`src/rtl/scanline_edge_setup_defines.svh`:
```
// Assertion macros used by the scanline edge setup RTL.
`ifndef SCANLINE_EDGE_SETUP_DEFINES_SVH
`define SCANLINE_EDGE_SETUP_DEFINES_SVH

// Same-cycle implication, disabled while reset is asserted.
`define SES_ASSERT_NOW(label, clk, rst_n, ante, cons) \
  label: assert property (@(posedge clk) disable iff (!rst_n) (ante) |-> (cons)) \
    else $error("scanline_edge_setup: same-cycle check failed");

// Next-cycle implication, disabled while reset is asserted.
`define SES_ASSERT_NEXT(label, clk, rst_n, ante, cons) \
  label: assert property (@(posedge clk) disable iff (!rst_n) (ante) |=> (cons)) \
    else $error("scanline_edge_setup: next-cycle check failed");

`endif

```
`src/rtl/ses_pkg.sv`:
```
// Package with the controller states and the command and status structs.
`default_nettype none

package ses_pkg;

  // Controller states.
  typedef enum logic [1:0] {
    S_IDLE,
    S_PICK,
    S_DIV,
    S_WRITE
  } ses_state_t;

  // Commands from the controller to the datapath.
  typedef struct packed {
    logic accept;    // Input transfer happens this cycle.
    logic start;     // Set up an edge and load the divider.
    logic edge_sel;  // 0: previous to current vertex, 1: current back to first.
    logic step;      // One quotient bit.
    logic load_out;  // Move the finished record into the output register.
  } ses_cmd_t;

  // Status from the datapath to the controller.
  typedef struct packed {
    logic edge_a_en;  // Edge from the previous vertex is not horizontal.
    logic edge_b_en;  // Closing edge exists and is not horizontal.
    logic div_done;   // All quotient bits are in.
    logic out_free;   // Output register can take a record this cycle.
  } ses_status_t;

endpackage

`default_nettype wire

```
`src/rtl/ses_if.sv`:
```
// Valid/ready channel interfaces for vertices in and edge records out.
`default_nettype none

interface ses_vertex_if #(
  parameter int COORD_BITS = 12
);
  logic                  valid;
  logic                  ready;
  logic [COORD_BITS-1:0] vertex_x;
  logic [COORD_BITS-1:0] vertex_y;
  logic                  closes_polygon;

  modport source (output valid, output vertex_x, output vertex_y, output closes_polygon,
                  input ready);
  modport sink (input valid, input vertex_x, input vertex_y, input closes_polygon,
                output ready);
endinterface

interface ses_edge_if #(
  parameter int COORD_BITS = 12,
  parameter int FRAC_BITS  = 16
);
  localparam int SlopeBits = COORD_BITS + FRAC_BITS + 1;

  logic                        valid;
  logic                        ready;
  logic [COORD_BITS-1:0]       lower_y;
  logic [COORD_BITS-1:0]       upper_y;
  logic [COORD_BITS-1:0]       start_x;
  logic signed [SlopeBits-1:0] inverse_slope;
  logic                        last_edge;

  modport source (output valid, output lower_y, output upper_y, output start_x,
                  output inverse_slope, output last_edge, input ready);
  modport sink (input valid, input lower_y, input upper_y, input start_x,
                input inverse_slope, input last_edge, output ready);
endinterface

`default_nettype wire

```
`src/rtl/ses_ctrl.sv`:
```
// Controller state machine that sequences edge setup, division and output.
`default_nettype none

`include "scanline_edge_setup_defines.svh"

module ses_ctrl
  import ses_pkg::*;
(
  input  wire logic        clk,
  input  wire logic        rst_n,
  input  wire logic        in_valid,
  output logic             in_ready,
  input  wire ses_status_t status,
  output ses_cmd_t         cmd
);

  ses_state_t state_r, state_nxt;
  logic       edge_sel_r, edge_sel_nxt;

  // State and edge select registers.
  always_ff @(posedge clk) begin
    if (!rst_n) begin
      state_r    <= S_IDLE;
      edge_sel_r <= 1'b0;
    end else begin
      state_r    <= state_nxt;
      edge_sel_r <= edge_sel_nxt;
    end
  end

  // Next state.
  always_comb begin
    state_nxt    = state_r;
    edge_sel_nxt = edge_sel_r;
    case (state_r)
      S_IDLE: begin
        if (in_valid) state_nxt = S_PICK;
      end
      S_PICK: begin
        if (status.edge_a_en) begin
          state_nxt    = S_DIV;
          edge_sel_nxt = 1'b0;
        end else if (status.edge_b_en) begin
          state_nxt    = S_DIV;
          edge_sel_nxt = 1'b1;
        end else begin
          state_nxt = S_IDLE;
        end
      end
      S_DIV: begin
        if (status.div_done) state_nxt = S_WRITE;
      end
      S_WRITE: begin
        if (status.out_free) begin
          if (!edge_sel_r && status.edge_b_en) begin
            state_nxt    = S_DIV;
            edge_sel_nxt = 1'b1;
          end else begin
            state_nxt = S_IDLE;
          end
        end
      end
      default: state_nxt = S_IDLE;
    endcase
  end

  // Outputs.
  always_comb begin
    in_ready     = 1'b0;
    cmd          = '0;
    cmd.edge_sel = edge_sel_r;
    case (state_r)
      S_IDLE: begin
        in_ready   = 1'b1;
        cmd.accept = in_valid;
      end
      S_PICK: begin
        cmd.start    = status.edge_a_en || status.edge_b_en;
        cmd.edge_sel = !status.edge_a_en;
      end
      S_DIV: begin
        cmd.step = !status.div_done;
      end
      S_WRITE: begin
        cmd.load_out = status.out_free;
        if (status.out_free && !edge_sel_r && status.edge_b_en) begin
          cmd.start    = 1'b1;
          cmd.edge_sel = 1'b1;
        end
      end
      default: begin
        in_ready = 1'b0;
      end
    endcase
  end

  // A fresh division always has quotient bits left to produce.
  `SES_ASSERT_NEXT(a_start_not_done, clk, rst_n, cmd.start, !status.div_done)
  // A record is only moved out when the output register can take it.
  `SES_ASSERT_NOW(a_load_when_free, clk, rst_n, cmd.load_out, status.out_free)
  // An accepted vertex is always examined in the following cycle.
  `SES_ASSERT_NEXT(a_accept_then_pick, clk, rst_n, cmd.accept, state_r == S_PICK)

endmodule

`default_nettype wire

```
`src/rtl/ses_datapath.sv`:
```
// Datapath: vertex state, edge setup, restoring divider and output register.
`default_nettype none

module ses_datapath
  import ses_pkg::*;
#(
  parameter int COORD_BITS = 12,
  parameter int FRAC_BITS  = 16
) (
  input  wire logic          clk,
  input  wire logic          rst_n,
  input  wire ses_cmd_t      cmd,
  output ses_status_t        status,
  ses_vertex_if.sink         in_vtx,
  ses_edge_if.source         out_edge
);

  localparam int QuoBits   = COORD_BITS + FRAC_BITS;
  localparam int SlopeBits = QuoBits + 1;
  localparam int CntBits   = $clog2(QuoBits + 1);

  // Vertex state and the latched input vertex.
  logic [COORD_BITS-1:0] cur_x_r, cur_y_r;
  logic [COORD_BITS-1:0] first_x_r, first_y_r;
  logic [COORD_BITS-1:0] prev_x_r, prev_y_r;
  logic [COORD_BITS-1:0] old_x_r, old_y_r;
  logic                  closes_r, have_prev_r;
  logic                  edge_a_en_r, edge_b_en_r;

  // Edge under division.
  logic                  edge_sel_r, neg_r;
  logic [COORD_BITS-1:0] lo_y_r, hi_y_r, sx_r, ady_r, rem_r;
  logic [QuoBits-1:0]    quo_r;
  logic [CntBits-1:0]    cnt_r;

  // Output register.
  logic                        out_valid_r;
  logic [COORD_BITS-1:0]       out_lo_r, out_hi_r, out_sx_r;
  logic signed [SlopeBits-1:0] out_slope_r;
  logic                        out_last_r;

  // Edge setup from the selected endpoints.
  logic [COORD_BITS-1:0] ax, ay, bx, by;
  logic [COORD_BITS-1:0] set_lo, set_hi, set_sx, set_adx, set_ady;
  logic                  set_neg;

  always_comb begin
    if (cmd.edge_sel) begin
      ax = cur_x_r;
      ay = cur_y_r;
      bx = first_x_r;
      by = first_y_r;
    end else begin
      ax = old_x_r;
      ay = old_y_r;
      bx = cur_x_r;
      by = cur_y_r;
    end
    if (by > ay) begin
      set_lo  = ay;
      set_hi  = by;
      set_sx  = ax;
      set_ady = by - ay;
    end else begin
      set_lo  = by;
      set_hi  = ay;
      set_sx  = bx;
      set_ady = ay - by;
    end
    set_adx = (bx >= ax) ? (bx - ax) : (ax - bx);
    set_neg = (bx < ax) ^ (by < ay);
  end

  // One restoring division step.
  logic [COORD_BITS:0]   trial;
  logic                  qbit;
  logic [COORD_BITS-1:0] rem_nxt;

  always_comb begin
    trial   = {rem_r, quo_r[QuoBits-1]};
    qbit    = (trial >= {1'b0, ady_r});
    rem_nxt = qbit ? COORD_BITS'(trial - {1'b0, ady_r}) : trial[COORD_BITS-1:0];
  end

  // Vertex bookkeeping on an input transfer.
  always_ff @(posedge clk) begin
    if (!rst_n) begin
      have_prev_r <= 1'b0;
      first_x_r   <= '0;
      first_y_r   <= '0;
      prev_x_r    <= '0;
      prev_y_r    <= '0;
      edge_a_en_r <= 1'b0;
      edge_b_en_r <= 1'b0;
    end else if (cmd.accept) begin
      cur_x_r     <= in_vtx.vertex_x;
      cur_y_r     <= in_vtx.vertex_y;
      closes_r    <= in_vtx.closes_polygon;
      old_x_r     <= prev_x_r;
      old_y_r     <= prev_y_r;
      prev_x_r    <= in_vtx.vertex_x;
      prev_y_r    <= in_vtx.vertex_y;
      have_prev_r <= !in_vtx.closes_polygon;
      edge_a_en_r <= have_prev_r && (prev_y_r != in_vtx.vertex_y);
      edge_b_en_r <= have_prev_r && in_vtx.closes_polygon && (first_y_r != in_vtx.vertex_y);
      if (!have_prev_r) begin
        first_x_r <= in_vtx.vertex_x;
        first_y_r <= in_vtx.vertex_y;
      end
    end
  end

  // Divider: load on start, then one quotient bit per step.
  always_ff @(posedge clk) begin
    if (!rst_n) begin
      cnt_r <= '0;
    end else if (cmd.start) begin
      cnt_r      <= CntBits'(QuoBits);
      edge_sel_r <= cmd.edge_sel;
      lo_y_r     <= set_lo;
      hi_y_r     <= set_hi;
      sx_r       <= set_sx;
      neg_r      <= set_neg;
      ady_r      <= set_ady;
      rem_r      <= '0;
      quo_r      <= {set_adx, {FRAC_BITS{1'b0}}};
    end else if (cmd.step) begin
      cnt_r <= cnt_r - CntBits'(1);
      rem_r <= rem_nxt;
      quo_r <= {quo_r[QuoBits-2:0], qbit};
    end
  end

  // Output register with its transfer handshake.
  always_ff @(posedge clk) begin
    if (!rst_n) begin
      out_valid_r <= 1'b0;
    end else begin
      if (cmd.load_out) begin
        out_valid_r <= 1'b1;
      end else if (out_edge.ready) begin
        out_valid_r <= 1'b0;
      end
      if (cmd.load_out) begin
        out_lo_r    <= lo_y_r;
        out_hi_r    <= hi_y_r;
        out_sx_r    <= sx_r;
        out_slope_r <= neg_r ? -$signed({1'b0, quo_r}) : $signed({1'b0, quo_r});
        out_last_r  <= edge_sel_r || (closes_r && !edge_b_en_r);
      end
    end
  end

  assign status.edge_a_en = edge_a_en_r;
  assign status.edge_b_en = edge_b_en_r;
  assign status.div_done  = (cnt_r == '0);
  assign status.out_free  = !out_valid_r || out_edge.ready;

  assign out_edge.valid         = out_valid_r;
  assign out_edge.lower_y       = out_lo_r;
  assign out_edge.upper_y       = out_hi_r;
  assign out_edge.start_x       = out_sx_r;
  assign out_edge.inverse_slope = out_slope_r;
  assign out_edge.last_edge     = out_last_r;

endmodule

`default_nettype wire

```
`src/rtl/scanline_edge_setup.sv`:
```
// Top level of the scanline polygon fill edge setup block.
`default_nettype none

// Takes polygon vertices one per transfer and emits one record per non-horizontal
// edge, with the inverse slope computed by a restoring divider that produces one
// quotient bit per cycle (COORD_BITS + FRAC_BITS bits, 28 at the defaults). A vertex
// that yields no edge passes from the idle to the pick state and back; each edge
// record passes through the division and write states. The next vertex is accepted
// once the current one is finished. One output register holds a finished record,
// so a stalled consumer holds the block only when a second record is ready to be
// written.
module scanline_edge_setup
  import ses_pkg::*;
#(
  parameter int COORD_BITS = 12,
  parameter int FRAC_BITS  = 16
) (
  input  wire logic  clk,
  input  wire logic  rst_n,
  ses_vertex_if.sink in_vtx,
  ses_edge_if.source out_edge
);

  ses_cmd_t    cmd;
  ses_status_t status;
  logic        ctrl_ready;

  // Sequencer.
  ses_ctrl u_ctrl (
    .clk      (clk),
    .rst_n    (rst_n),
    .in_valid (in_vtx.valid),
    .in_ready (ctrl_ready),
    .status   (status),
    .cmd      (cmd)
  );

  // The controller takes a vertex only while it is idle.
  assign in_vtx.ready = ctrl_ready;

  // Vertex state, divider and output register.
  ses_datapath #(
    .COORD_BITS (COORD_BITS),
    .FRAC_BITS  (FRAC_BITS)
  ) u_datapath (
    .clk      (clk),
    .rst_n    (rst_n),
    .cmd      (cmd),
    .status   (status),
    .in_vtx   (in_vtx),
    .out_edge (out_edge)
  );

endmodule

`default_nettype wire
```
`src/flat_wrapper.sv`:
```
// flat-port wrapper written by rule: the top's interface ports become plain ports
module scanline_edge_setup_flat import ses_pkg::*;
#(
  parameter int COORD_BITS = 12,
  parameter int FRAC_BITS  = 16
)
  (clk, rst_n, in_vtx_valid, in_vtx_vertex_x, in_vtx_vertex_y, in_vtx_closes_polygon, in_vtx_ready, out_edge_valid, out_edge_lower_y, out_edge_upper_y, out_edge_start_x, out_edge_inverse_slope, out_edge_last_edge, out_edge_ready);
  ses_vertex_if #(.COORD_BITS(COORD_BITS)) in_vtx_i ();
  ses_edge_if #(.COORD_BITS(COORD_BITS), .FRAC_BITS(FRAC_BITS)) out_edge_i ();
  input  wire logic clk;
  input  wire logic rst_n;
  input wire logic [$bits(in_vtx_i.valid)-1:0] in_vtx_valid;
  input wire logic [$bits(in_vtx_i.vertex_x)-1:0] in_vtx_vertex_x;
  input wire logic [$bits(in_vtx_i.vertex_y)-1:0] in_vtx_vertex_y;
  input wire logic [$bits(in_vtx_i.closes_polygon)-1:0] in_vtx_closes_polygon;
  output wire logic [$bits(in_vtx_i.ready)-1:0] in_vtx_ready;
  output wire logic [$bits(out_edge_i.valid)-1:0] out_edge_valid;
  output wire logic [$bits(out_edge_i.lower_y)-1:0] out_edge_lower_y;
  output wire logic [$bits(out_edge_i.upper_y)-1:0] out_edge_upper_y;
  output wire logic [$bits(out_edge_i.start_x)-1:0] out_edge_start_x;
  output wire logic [$bits(out_edge_i.inverse_slope)-1:0] out_edge_inverse_slope;
  output wire logic [$bits(out_edge_i.last_edge)-1:0] out_edge_last_edge;
  input wire logic [$bits(out_edge_i.ready)-1:0] out_edge_ready;
  assign in_vtx_i.valid = in_vtx_valid;
  assign in_vtx_i.vertex_x = in_vtx_vertex_x;
  assign in_vtx_i.vertex_y = in_vtx_vertex_y;
  assign in_vtx_i.closes_polygon = in_vtx_closes_polygon;
  assign in_vtx_ready = in_vtx_i.ready;
  assign out_edge_valid = out_edge_i.valid;
  assign out_edge_lower_y = out_edge_i.lower_y;
  assign out_edge_upper_y = out_edge_i.upper_y;
  assign out_edge_start_x = out_edge_i.start_x;
  assign out_edge_inverse_slope = out_edge_i.inverse_slope;
  assign out_edge_last_edge = out_edge_i.last_edge;
  assign out_edge_i.ready = out_edge_ready;
  scanline_edge_setup #(.COORD_BITS(COORD_BITS), .FRAC_BITS(FRAC_BITS)) u_core (.clk(clk), .rst_n(rst_n), .in_vtx(in_vtx_i), .out_edge(out_edge_i));
endmodule
```
`config.mk`:
```
export PLATFORM = sky130hd
export DESIGN_NAME = scanline_edge_setup_flat
export DESIGN_NICKNAME = d
export VERILOG_FILES = /design/src/rtl/ses_pkg.sv /design/src/rtl/ses_if.sv /design/src/rtl/ses_ctrl.sv /design/src/rtl/ses_datapath.sv /design/src/rtl/scanline_edge_setup.sv /design/src/flat_wrapper.sv
export VERILOG_INCLUDE_DIRS = /design/src /design/src/rtl
export SDC_FILE = /design/constraint.sdc
export NUM_CORES = 1
export LEC_CHECK = 0
export ABC_AREA = 1
export BUFFER_PORTS_ARGS = -buffer_cell sky130_fd_sc_hd__buf_2
export CORE_UTILIZATION = 40
export DETAILED_ROUTE_END_ITERATION = 10
export SYNTH_ARGS = -nofsm -noshare
export SYNTH_HDL_FRONTEND = slang
export SYNTH_SLANG_ARGS = --single-unit
export TNS_END_PERCENT = 10
```
`constraint.sdc`:
```
create_clock -name clk -period 11.58 [get_ports clk]
set_input_delay 3.474 -clock clk [delete_from_list [all_inputs] [get_ports clk]]
set_output_delay 3.474 -clock clk [all_outputs]
set_load 0.1 [all_outputs]
```
==> results_dict.tcl <==
set metrics [dict create \
    swShare_pct 29.94 \
    dp_slack_ns 3.897 \
    clock_sinks 265 \
    peakVddDrop_mv 0.1020 \
    clk_pin_slew_worst_paths_ns 0.07 \
    grt-ovfl-total 0 \
    core-area_mm2 0.03387 \
    clk_latency_ns 0.55 \
    arrival_ns 7.42 \
    cts_root_buf "clkbuf_16" \
    p_int_mw 1.762 \
    p_sw_uw 753.0 \
    cts_buffer_depth 3 \
    final_common_cell "nand2_1" \
    ctsResizeCount 0 \
    synth_top_family_by_area "simple AND/OR/NAND/NOR gates" \
    dp_cells 2046 \
    nets 1709 \
    hold_start "u_core.u_datapath.lo_y_r[7]" \
    status "completed" \
    route.detailed.drc 0 \
    fin_cells 2098 \
    ys_seq_area_share_pct 52.89 \
    comb_power_share_pct 21.6 \
    routed_wl_um 32170 \
    dpl_cell_area_mm2 0.01475 \
    drt_iter0_markers 565 \
    period_needed_ns 7.156 \
    start_util_pct 41.07 \
    routedWlPerCell_um 15.33 \
    ant_nets 0 \
    synth-compound-area-share_pct 10.75 \
    cts_tree "built" \
    worstMarginPinSlew_ns 1.038 \
    min_path_type "reg -> reg" \
    cp_max_fo 93 \
    multi_input_area_mm2 0.005525 \
    pin_count 97 \
    finalPower_mw 2.515 \
    synth_xor_area_share_pct 4.911 \
    place.gp.congestion 0.8944 \
    die-area_mm2 0.03553 \
    nFillCells 3303 \
    grt_max_degree 94 \
    h-tree-depth 1 \
    fin_crit_sh_pct 61.79 \
    fin_skew_ns 0.01541 \
    cts_hold_buf 0 \
    p_leak_nw 6.717 \
    cts_inserted_buffers 28 \
    rsz0062_at_grt "false" \
    seq_area_mm2 0.007357 \
    reg2reg_from "u_core.u_ctrl.state_r[1]" \
    syn_nets 1629 \
    dpl.hpwl_um 23810 \
    netlist_instances 1548 \
    powerDensity_mw_per_mm2 160.5 \
    drive_gt1_share_pct 11.04 \
    relSlewSlack_pct 30.75 \
    port_buffers 96 \
    grt_first_pass_wirelength_um 51560 \
    cp-end-kind "flop" \
    finalHoldViolations 0 \
    vias 10300 \
    dieWidth_um 188.5 \
    synth_adder_area_share_pct 4.785 \
    crit_type "in -> reg" \
    synth_top_cell_by_area "edfxtp_1" \
    via_per_inst 4.907 \
    syn2layout_area_growth_pct 12.66 \
    final_cell_area_mm2 0.01567 \
    antenna_found_initial 1 \
    largest_reg_flops 29 \
    grt_pass1_vias 9626 \
    synth_area_leaders "edfxtp_1 (44%), nand2_1 (9.4%), dfxtp_1 (8.6%)" \
    synthMuxAreaShare_pct 0 \
    post-cts-setup-buffers 0 \
    synth_warnings 0 \
    synth.top_cell.area_share_pct 44.25 \
    pwr-share-seq_pct 43.2 \
    grt_usage_pct 18.18 \
    clkPwrFrac_pct 35.2 \
    startpoint "out_edge_ready" \
    fp-row-count 67 \
    first_pass_iters 8 \
    most-common-layout-cells "nand2_1 (347), edfxtp_1 (205), inv_1 (199), nor2_1 (117), o21ai_0 (114)" \
    synthDistinctLibCells 50 \
    yosys.area_share.simple_pct 19.01 \
    setup_viol 0 \
    synth_area_mm2 0.01391 \
    syn_area_per_cell_um2 8.986 \
    fin_ws_ns 4.424 \
    required_ns 11.85 \
    startpoint_type "input pin" \
    ys_ff_latch 265 \
    maxCapViolCount 0 \
    maxSlewViolCount 0 \
    die_h_um 188.5 \
    finalSetupTns_ns 0 \
    fmax_ghz 0.1397 \
]
-- final cells by class --
class,instances,share of cell area (%)
inverter,202,4.846
tap,448,3.577
antenna,1,0.01597
clock buffer,36,5.054
clock inverter,15,0.8143
timing repair buffer,105,3.497
multi-input combinational,1026,35.25
sequential,265,46.94
-- synthesized netlist by cell type, drive strengths merged --
cell type,n
a2111oi,2
a211oi,5
a21boi,2
a21o,4
a21oi,85
a221oi,1
a31oi,7
and3,1
buf,22
clkbuf,33
clkinv,2
dfxtp,60
edfxtp,205
fa,2
ha,50
inv,200
nand2,357
nand3,85
nand3b,6
nand4,20
nor2,125
nor3,15
nor3b,1
nor4,6
o2111ai,1
o211ai,2
o21a,2
o21ai,161
o21bai,5
o311ai,1
o31ai,1
or2,1
xnor2,12
xor2,66
-- critical path, cell delays in order --
cell and delay [ns]:
buf_2 0.09, inv_1 0.04, nand2_1 0.13, nand3_4 0.26, nand2_4 0.48, o21ai_0 0.68
inv_1 0.14, ha_1 0.39, inv_1 0.12, nor3_1 0.30, nand3_1 0.17, nand2_4 0.62
inv_2 0.26, nand2_1 0.11, o21ai_0 0.09
-- routing by layer --
metal	routed length, um	track usage (%)	vias up
met2	13570	27.60	226
met3	1446	2.067	42
met1	16470	27.35	4707
li1	-	-	5320
met5	0	0	-
met4	671	4.808	0
-- final timing paths --
kind | end | slack, ns | depth (start not counted)
max | u_core.u_datapath.hi_y_r[11] | 4.42 | 15
min | u_core.u_datapath.out_edge.lower_y[7] | 0.41 | 0
max reg2reg | u_core.u_datapath.hi_y_r[11] | 6.92 | 15
min reg2reg | u_core.u_datapath.out_edge.lower_y[7] | 0.41 | 0
-- power groups by stage --
stage	logic (mW)	registers, mW	clock network (mW)
after detailed placement	0.540	1.11	0
final	0.542	1.09	0.886
after global placement	0.541	1.11	0
after CTS	0.542	1.09	0.913
after floorplan	0.411	1.10	0
after global routing	0.618	1.09	0.948
-- stage by stage --
step | hold slack (ns) | utilization [%]
after floorplan | 0.4003 | -
after global placement | 0.4036 | 43.55
after detailed placement | 0.4054 | 43.55
after CTS | 0.4064 | 46.27
after global routing | 0.4250 | 46.28
final | 0.4096 | 46.28
-- cell families after synthesis --
logic type	count (synthesis)
flops	265
fa+ha+maj	52
compound gates	279
buf+inv	257
xor+xnor	78
simple gates	617
(Power assumes the default switching activity.)
